**src/iog_pkg.sv**
```systemverilog
// Shared types and constants for the interrupt ownership guard.
// No dependencies.
`timescale 1ns / 1ps
package iog_pkg;
	localparam int IRQ_COUNT = 32;
	localparam int BOX_COUNT = 8;
	localparam int IRQ_W = 5;
	localparam logic [31:0] COUNTER_LIMIT = 32'hFFFF_FFFE;

	localparam logic [3:0] OP_CLAIM    = 4'd0;
	localparam logic [3:0] OP_SET_HDL  = 4'd1;
	localparam logic [3:0] OP_GET_HDL  = 4'd2;
	localparam logic [3:0] OP_ENABLE   = 4'd3;
	localparam logic [3:0] OP_DISABLE  = 4'd4;
	localparam logic [3:0] OP_DIS_ALL  = 4'd5;
	localparam logic [3:0] OP_EN_ALL   = 4'd6;
	localparam logic [3:0] OP_CLR_PEND = 4'd7;
	localparam logic [3:0] OP_SET_PEND = 4'd8;
	localparam logic [3:0] OP_GET_PEND = 4'd9;
	localparam logic [3:0] OP_SET_PRIO = 4'd10;
	localparam logic [3:0] OP_GET_PRIO = 4'd11;

	localparam logic [2:0] ST_OK       = 3'd0;
	localparam logic [2:0] ST_RANGE    = 3'd1;
	localparam logic [2:0] ST_RESERVED = 3'd2;
	localparam logic [2:0] ST_OWNED    = 3'd3;
	localparam logic [2:0] ST_UNREG    = 3'd4;
	localparam logic [2:0] ST_PRIO     = 3'd5;
	localparam logic [2:0] ST_OVERFLOW = 3'd6;

	localparam logic [1:0] REG_RESERVED = 2'd0;
	localparam logic [1:0] REG_BASE     = 2'd1;
	localparam logic [1:0] REG_MAXPRIO  = 2'd2;

	// classified request handed from front to back
	typedef struct packed {
		logic [3:0]  mode;
		logic        bad;        // range or reservation failure
		logic [2:0]  bad_status;
		logic [IRQ_W-1:0] line;
		logic [2:0]  box;
		logic [2:0]  cbox;
		logic [31:0] hword;
		logic [7:0]  prio;
		logic        prio_high;  // above max virtual priority
	} req_t;

	typedef struct packed {
		logic [2:0]  status;
		logic [31:0] read_value;
		logic [31:0] enable_mask;
	} rsp_t;
endpackage

```
**src/interrupt_ownership_guard_top.sv**
```systemverilog
// Top level of the interrupt ownership guard: APB registers, front and back.
// Depends on iog_pkg, iog_front, iog_back.
//
//  channel | signals                                  | direction
//  in      | in_valid/in_ready, mode..priority_value  | request in
//  out     | out_valid/out_ready, status..enable_mask | result out
//  cfg     | psel/penable/pwrite/paddr/pwdata/prdata  | APB registers
//
// The front registers a checked request into a two-entry queue; the back
// executes it against the tables and registers the result, so a request passes
// the queue and the result register; one is taken per cycle unless out_ready stalls.
// Reset clears all tables and counters at once; no clearing pass.
// Either side stalls independently through the queue and the result register.
`timescale 1ns / 1ps
module interrupt_ownership_guard_top import iog_pkg::*; (
	input  logic        clk,
	input  logic        arst_n,
	input  logic        in_valid,
	output logic        in_ready,
	input  logic [3:0]  mode,
	input  logic [8:0]  irq_number,
	input  logic [2:0]  active_box,
	input  logic [2:0]  claim_box,
	input  logic [31:0] handler_word,
	input  logic [7:0]  priority_value,
	output logic        out_valid,
	input  logic        out_ready,
	output logic [2:0]  status,
	output logic [31:0] read_value,
	output logic [31:0] enable_mask,
	input  logic        psel,
	input  logic        penable,
	input  logic        pwrite,
	input  logic [3:0]  paddr,
	input  logic [31:0] pwdata,
	output logic [31:0] prdata,
	output logic        pready
);
	logic [31:0] resv_q;
	logic [7:0]  base_q, maxp_q;
	logic        q_valid, q_ready;
	req_t        q_req;
	rsp_t        rsp;

	assign pready = 1'b1;

	always_ff @(posedge clk or negedge arst_n) begin
		if (!arst_n) begin
			resv_q <= '0;
			base_q <= 8'd1;
			maxp_q <= 8'd254;
		end else if (psel && penable && pwrite) begin
			case (paddr[3:2])
				REG_RESERVED: resv_q <= pwdata;
				REG_BASE:     base_q <= pwdata[7:0];
				REG_MAXPRIO:  maxp_q <= pwdata[7:0];
				default: ;
			endcase
		end
	end

	always_comb begin
		unique case (paddr[3:2])
			REG_RESERVED: prdata = resv_q;
			REG_BASE:     prdata = {24'd0, base_q};
			REG_MAXPRIO:  prdata = {24'd0, maxp_q};
			default:      prdata = '0;
		endcase
	end

	iog_front u_front (
		.clk, .arst_n, .in_valid, .in_ready, .mode, .irq_number, .active_box,
		.claim_box, .handler_word, .priority_value,
		.reserved_mask(resv_q), .max_virtual_priority(maxp_q),
		.q_valid, .q_ready, .q_req
	);

	iog_back u_back (
		.clk, .arst_n, .q_valid, .q_ready, .q_req, .base_priority(base_q),
		.out_valid, .out_ready, .rsp
	);

	assign status = rsp.status;
	assign read_value = rsp.read_value;
	assign enable_mask = rsp.enable_mask;

	a_status_range: assert property (@(posedge clk) disable iff (!arst_n)
		out_valid |-> status <= ST_OVERFLOW) else $error("bad status");
	a_err_no_read: assert property (@(posedge clk) disable iff (!arst_n)
		out_valid && status != ST_OK |-> read_value == '0) else $error("read on error");
	a_hold: assert property (@(posedge clk) disable iff (!arst_n)
		out_valid && !out_ready |=> out_valid && $stable(enable_mask))
		else $error("result dropped");
endmodule

```
**src/iog_front.sv**
```systemverilog
// Front end: accepts requests, does range, reservation and priority-limit checks.
// Depends on iog_pkg.
`timescale 1ns / 1ps
module iog_front import iog_pkg::*; (
	input  logic        clk,
	input  logic        arst_n,
	input  logic        in_valid,
	output logic        in_ready,
	input  logic [3:0]  mode,
	input  logic [8:0]  irq_number,
	input  logic [2:0]  active_box,
	input  logic [2:0]  claim_box,
	input  logic [31:0] handler_word,
	input  logic [7:0]  priority_value,
	input  logic [31:0] reserved_mask,
	input  logic [7:0]  max_virtual_priority,
	output logic        q_valid,
	input  logic        q_ready,
	output req_t        q_req
);
	// two-entry queue
	req_t       fifo_q [2];
	logic       wp_q, rp_q;
	logic [1:0] cnt_q;
	req_t       req;
	logic       push, pop;

	always_comb begin
		req = '0;
		req.mode = mode;
		req.line = irq_number[IRQ_W-1:0];
		req.box = active_box;
		req.cbox = claim_box;
		req.hword = handler_word;
		req.prio = priority_value;
		req.prio_high = priority_value > max_virtual_priority;
		if (irq_number >= 9'(IRQ_COUNT)) begin
			req.bad = 1'b1;
			req.bad_status = ST_RANGE;
		end else if (reserved_mask[irq_number[IRQ_W-1:0]]) begin
			req.bad = 1'b1;
			req.bad_status = ST_RESERVED;
		end
	end

	assign in_ready = cnt_q != 2'd2;
	assign push = in_valid && in_ready;
	assign q_valid = cnt_q != 2'd0;
	assign pop = q_valid && q_ready;
	assign q_req = fifo_q[rp_q];

	always_ff @(posedge clk) begin
		if (push) fifo_q[wp_q] <= req;
	end

	always_ff @(posedge clk or negedge arst_n) begin
		if (!arst_n) begin
			wp_q <= 1'b0;
			rp_q <= 1'b0;
			cnt_q <= 2'd0;
		end else begin
			if (push) wp_q <= ~wp_q;
			if (pop) rp_q <= ~rp_q;
			cnt_q <= cnt_q + 2'(push) - 2'(pop);
		end
	end
endmodule

```
**src/iog_back.sv**
```systemverilog
// Back end: per-line tables, nest counters and request execution.
// Depends on iog_pkg.
`timescale 1ns / 1ps
module iog_back import iog_pkg::*; (
	input  logic        clk,
	input  logic        arst_n,
	input  logic        q_valid,
	output logic        q_ready,
	input  req_t        q_req,
	input  logic [7:0]  base_priority,
	output logic        out_valid,
	input  logic        out_ready,
	output rsp_t        rsp
);
	logic [2:0]  owner_q [IRQ_COUNT];
	logic [31:0] handler_q [IRQ_COUNT];
	logic [7:0]  prio_q [IRQ_COUNT];
	logic [31:0] cnt_q [BOX_COUNT];
	logic [IRQ_COUNT-1:0] en_q, pend_q, saved_q;
	logic        ov_q;
	rsp_t        rsp_q;

	logic [2:0]  st;
	logic [31:0] rd;
	logic [IRQ_COUNT-1:0] en_n, pend_n, saved_n, own_m, b;
	logic        owner_w, handler_w, prio_w, cnt_w;
	logic [2:0]  owner_d;
	logic [7:0]  prio_d;
	logic [31:0] cnt_d, cnt_cur;
	logic        reg_l, other, box_ok;
	logic        take;

	assign q_ready = !ov_q || out_ready;
	assign take = q_valid && q_ready;

	always_comb begin
		for (int i = 0; i < IRQ_COUNT; i++)
			own_m[i] = owner_q[i] == q_req.box;
	end

	always_comb begin
		st = ST_OK; rd = '0;
		en_n = en_q; pend_n = pend_q; saved_n = saved_q;
		owner_w = 1'b0; handler_w = 1'b0; prio_w = 1'b0; cnt_w = 1'b0;
		owner_d = q_req.box; prio_d = base_priority;
		box_ok = 32'(q_req.box) < BOX_COUNT;
		cnt_cur = box_ok ? cnt_q[q_req.box] : '0;
		cnt_d = cnt_cur;
		b = IRQ_COUNT'(1) << q_req.line;
		reg_l = handler_q[q_req.line] != '0;
		other = owner_q[q_req.line] != q_req.box &&
			(owner_q[q_req.line] != '0 || reg_l);
		if (q_req.mode == OP_CLAIM) begin
			if (q_req.bad) st = q_req.bad_status;
			else if (owner_q[q_req.line] != '0 || reg_l) st = ST_OWNED;
			else begin
				owner_w = 1'b1; owner_d = q_req.cbox; handler_w = 1'b1;
			end
		end else if (q_req.mode == OP_DIS_ALL) begin
			if (box_ok) begin
				if (cnt_cur == '0) begin
					saved_n = own_m & en_q;
					en_n = en_q & ~(own_m & en_q);
				end
				if (cnt_cur < COUNTER_LIMIT) begin
					cnt_w = 1'b1; cnt_d = cnt_cur + 32'd1;
				end else st = ST_OVERFLOW;
			end
		end else if (q_req.mode == OP_EN_ALL) begin
			if (box_ok) begin
				if (cnt_cur == 32'd1) begin
					en_n = en_q | (own_m & saved_q);
					saved_n = saved_q & ~(own_m & saved_q);
				end
				if (cnt_cur != '0) begin
					cnt_w = 1'b1; cnt_d = cnt_cur - 32'd1;
				end
			end
		end else if (q_req.mode <= OP_GET_PRIO) begin
			if (q_req.bad) st = q_req.bad_status;
			else if (other) st = ST_OWNED;
			else begin
				unique case (q_req.mode)
					OP_SET_HDL: begin
						owner_w = 1'b1; handler_w = 1'b1; prio_w = 1'b1;
						if (q_req.hword == '0) begin
							owner_d = '0;
							en_n = en_q & ~b;
						end
					end
					OP_GET_HDL: rd = handler_q[q_req.line];
					OP_ENABLE: begin
						if (reg_l) begin
							if (cnt_cur == '0) en_n = en_q | b;
							else saved_n = saved_q | b;
						end else if (!en_q[q_req.line]) st = ST_UNREG;
					end
					OP_DISABLE: begin
						if (reg_l) en_n = en_q & ~b;
						else if (en_q[q_req.line]) st = ST_UNREG;
					end
					OP_CLR_PEND: begin
						if (reg_l) pend_n = pend_q & ~b;
						else st = ST_UNREG;
					end
					OP_SET_PEND: begin
						if (reg_l) pend_n = pend_q | b;
						else st = ST_UNREG;
					end
					OP_GET_PEND: rd = 32'(pend_q[q_req.line]);
					OP_SET_PRIO: begin
						if (q_req.prio_high) st = ST_PRIO;
						else if (!reg_l) st = ST_UNREG;
						else begin
							prio_w = 1'b1; prio_d = base_priority + q_req.prio;
						end
					end
					default: rd = 32'(prio_q[q_req.line]) - 32'(base_priority);
				endcase
			end
		end
	end

	always_ff @(posedge clk) begin
		if (take) begin
			rsp_q.status <= st;
			rsp_q.read_value <= (st == ST_OK) ? rd : '0;
			rsp_q.enable_mask <= en_n;
		end
	end

	always_ff @(posedge clk or negedge arst_n) begin
		if (!arst_n) begin
			for (int i = 0; i < IRQ_COUNT; i++) begin
				owner_q[i] <= '0; handler_q[i] <= '0; prio_q[i] <= '0;
			end
			for (int k = 0; k < BOX_COUNT; k++) cnt_q[k] <= '0;
			en_q <= '0; pend_q <= '0; saved_q <= '0;
			ov_q <= 1'b0;
		end else begin
			if (take) begin
				if (owner_w) owner_q[q_req.line] <= owner_d;
				if (handler_w) handler_q[q_req.line] <= q_req.hword;
				if (prio_w) prio_q[q_req.line] <= prio_d;
				en_q <= en_n; pend_q <= pend_n; saved_q <= saved_n;
				if (cnt_w) cnt_q[q_req.box] <= cnt_d;
				ov_q <= 1'b1;
			end else if (out_ready) ov_q <= 1'b0;
		end
	end

	assign out_valid = ov_q;
	assign rsp = rsp_q;
endmodule

```
**config.mk**
```make
export PLATFORM = sky130hd
export DESIGN_NAME = interrupt_ownership_guard_top
export DESIGN_NICKNAME = d
export VERILOG_FILES = /design/src/iog_pkg.sv /design/src/interrupt_ownership_guard_top.sv /design/src/iog_front.sv /design/src/iog_back.sv
export SDC_FILE = /design/constraint.sdc
export NUM_CORES = 2
export LEC_CHECK = 0
export BUFFER_PORTS_ARGS = -buffer_cell sky130_fd_sc_hd__buf_2
export CORE_MARGIN = 2
export CORE_UTILIZATION = 45
export CTS_BUF_LIST = sky130_fd_sc_hd__clkbuf_16
export CTS_CLUSTER_SIZE = 28
export DETAILED_ROUTE_END_ITERATION = 7
export PLACE_DENSITY = 0.63
export SYNTH_ARGS = -nofsm -noshare
export SYNTH_HDL_FRONTEND = slang
export SYNTH_SLANG_ARGS = --single-unit
```
**constraint.sdc**
```tcl
create_clock -name clk -period 16.75 [get_ports clk]
set_input_delay 1.675 -clock clk [delete_from_list [all_inputs] [get_ports clk]]
set_output_delay 1.675 -clock clk [all_outputs]
set_load 0.02 [all_outputs]
```
==> impl_metrics.json <==
{
  "num_io_pins": 204,
  "drtIter0Drc": 6103,
  "die_w_um": 463,
  "cap_violations": 1,
  "clock_latency_ps": 870,
  "path_max_fanout": 61,
  "yosys-top-cells-area": "dfrtp_1 (47%), mux2_2 (19%), mux4_2 (6.0%), edfxtp_1 (5.9%), mux2i_1 (2.1%)",
  "cts_max_level": 4,
  "fin_cells": 10200,
  "cts_made_buffers": 210,
  "violations": "max-capacitance violations, max-slew violations",
  "grt_pass1_wl_um": 434000,
  "rsz0062_at_grt": "false",
  "synth_seq_cells": 1966,
  "dieArea_um2": 215000,
  "status": "finished, violations left",
  "stdcell_area_um2": 105000,
  "ys.warnings.count": 0,
  "syn_area_um2": 94900,
  "synthTopCellsByCount": "dfrtp_1 (1773), mux2_2 (1563), nand2_1 (487), clkbuf_1 (314), a21oi_1 (279)",
  "cp_cell_sequence": "mux2_8, buf_4, buf_4, mux4_2, a222oi_1, nand4_1, nor4_1, and4bb_2, nand4_2, nand2_1, a32oi_4, buf_4, nor3_4, buf_4, mux2_2",
  "slowest_stage": "nor3_4",
  "vias": 63700,
  "yosysMostFrequentCell": "dfrtp_1",
  "endpoint_kind": "flip-flop",
  "ff2ff_path_depth": 15,
  "maxSlewViolCount": 16,
  "wirelength_um": 294000,
  "avgSynthCellArea_um2": 13.1,
  "antenna_found_initial": 13,
  "ir_worst_vdd_mv": 0.146,
  "cts_tree": "yes",
  "postCtsSetupBuffers": 0,
  "dpl.cell_count": 9825,
  "crit_path_start_kind": "flip-flop",
  "dieHeight_um": 463,
  "place_hpwl_um": 176000,
  "p_total_mw": 15.6,
  "core_um2": 210000,
  "final.setup.tns_ps": 0,
  "dr.pass1.iters": 7,
  "layout-drive-gt1-share_pct": 35.5,
  "fillCellCount": 18000,
  "worst_pin_slew_ps": 1510,
  "hp-start": "u_back.handler_q[21]$_DFFE_PN0P_",
  "io_buffer_count": 200,
  "globalRouteOverflowTotal": 0,
  "crit_required_ps": 17480,
  "grt_max_degree": 165,
  "async_flop_share_pct": 90.6,
  "syn_to_final_growth_pct": 10.4,
  "rows": 168,
  "min_period_over_period_pct": 59.1,
  "postCtsResizedCells": 0,
  "synth_seq_area_share_pct": 52.8,
  "nNetsFinal": 7364,
  "clk_pin_slew_ps": 60,
  "hold_depth": 1,
  "worst_hold_slack_ps": 481,
  "clock_skew_ps": 66.4,
  "max_stage_delay_ps": 1250,
  "synth_top_area_share_pct": 46.8,
  "setup_viol": 0,
  "ctsHoldBuffers": 0,
  "min_to": "u_back.handler_q[21]$_DFFE_PN0P_",
  "fin_crit_ps": 9900,
  "crit_type": "reg -> reg",
  "cts_buffer_depth": 3,
  "netlist_instances": 7229,
  "antenna_left": 0,
  "r2r-start": "u_front.rp_q$_DFFE_PN0P_",
  "yosysUniqueCellTypes": 88,
  "vias_per_cell": 6.23,
  "dpl_cell_area_um2": 98200,
  "fmax_mhz": 101,
  "final_util_pct": 50.0,
  "maxSlewHeadroom_pct": -0.907,
  "grt_usage_pct": 27.0,
  "initial_utilization_pct": 45.3,
  "leakage_nw": 47.9,
  "finalHoldViolCount": 0,
  "yosysTopAreaCell": "dfrtp_1",
  "crit_family": "simple AND/OR/NAND/NOR gates",
  "routabilityCongestion": 0.897,
  "rrSetupSlack_ps": 6850,
  "drc": 0,
  "synthFlopType": "dfrtp_1",
  "crit_arrival_ps": 10630,
  "setup_ws_ps": 6850,
  "worst_path_most_repeated_cell": "buf_4",
  "cts_root_buf": "clkbuf_16",
  "path_buf_inv": 4,
  "pwr_density_cell_nw_per_um2": 149,
  "synth_nets": 7361,
  "dp_worst_setup_slack_ps": 7140,
  "cts_sinks": 1966,
  "hp-class": "reg -> reg",
  "wl_per_cell_um": 28.8,
  "r2r-end": "u_back.handler_q[405]$_DFFE_PN0P_",
  "grt_pass1_vias": 64300,
  "synth-edff-count": 185
}
where the power goes:
part	switching (mW)	total (mW)	internal [mW]
Clock	1.99	4.50	2.51
Sequential	0.420	5.95	5.53
Combinational	3.50	5.15	1.65
per-layer routing:
layer / up-vias / track usage [%] / wire [µm]
met5: - / 0 / 22
met2: 2701 / 42.9 / 137000
met3: 583 / 4.35 / 21300
met4: 4 / 11.0 / 13000
met1: 33600 / 36.9 / 123000
li1: 26800 / - / -
placed cells by master (no fill, tap or decap), types with 33 or more instances in the layout:
cell type	synthesis	final
a21oi_1	279	278
nor4_1	49	49
mux4_2	254	254
clkbuf_16	0	215
nand4_1	34	34
nor3_1	60	59
buf_2	96	199
xnor2_1	130	129
inv_1	53	100
o31ai_1	35	35
o22ai_1	86	82
a31oi_1	59	58
mux2i_1	196	190
a22oi_1	72	72
edfxtp_1	185	185
a22o_1	58	58
dfrtp_1	1773	1772
o21ai_0	248	238
clkinv_1	1	52
nand2_1	487	479
nand3_1	144	143
mux2_1	107	105
mux2_2	1563	1563
o31a_1	33	33
nand2_2	30	38
clkinv_2	0	35
a211oi_1	57	57
nor2_1	185	166
buf_4	53	167
kinds of logic after synthesis:
kind of cell / after synthesis / synth area share, %
AND/OR/NAND/NOR: 1185 / 6.26
AO/OA/AOI/OAI: 1145 / 7.85
flip-flops: 1966 / 52.8
XOR/XNOR: 146 / 1.35
other: 1 / 0.00395
adder cells (fa/ha/maj): 30 / 0.411
buffers and inverters: 635 / 3.37
multiplexers: 2121 / 27.9
cell type report:
cell class	count	area (µm²)	area share (%)
diodes	5	12.5	0.0119
clock buffers	215	5380	5.13
clock inverters	170	1200	1.15
inverters	54	205	0.196
multi-input cells	4628	42000	40.1
flip-flops and latches	1966	50100	47.8
well taps	2805	3510	3.35
repair buffers	372	2370	2.26
flip-flops by register name, indices dropped and copies added, names as in the netlist, 32 cells and up, named ones only:
name	flops
u_back.saved_q	32
u_back.owner_q	96
u_back.handler_q	1024
u_back.rsp	67
u_front.fifo_q	118
u_back.prio_q	256
resv_q	32
u_back.en_q	32
u_back.cnt_q	256
worst max-delay path by stage:
stage,startpoint,end,slack (ps),depth (start not counted)
final,u_front.rp_q$_DFFE_PN0P_,u_back.handler_q[405]$_DFFE_PN0P_,6850,15
after detailed placement,u_front.rp_q$_DFFE_PN0P_,u_back.handler_q[409]$_DFFE_PN0P_,7140,15
after floorplan,u_front.rp_q$_DFFE_PN0P_,u_back.rsp[60]$_SDFFCE_PP0P_,10520,27
after global routing,u_front.rp_q$_DFFE_PN0P_,u_back.handler_q[410]$_DFFE_PN0P_,6670,15
after CTS,u_front.rp_q$_DFFE_PN0P_,u_back.handler_q[405]$_DFFE_PN0P_,7100,15
after global placement,u_front.rp_q$_DFFE_PN0P_,u_back.handler_q[408]$_DFFE_PN0P_,7220,15
(Power assumes the default switching activity.)
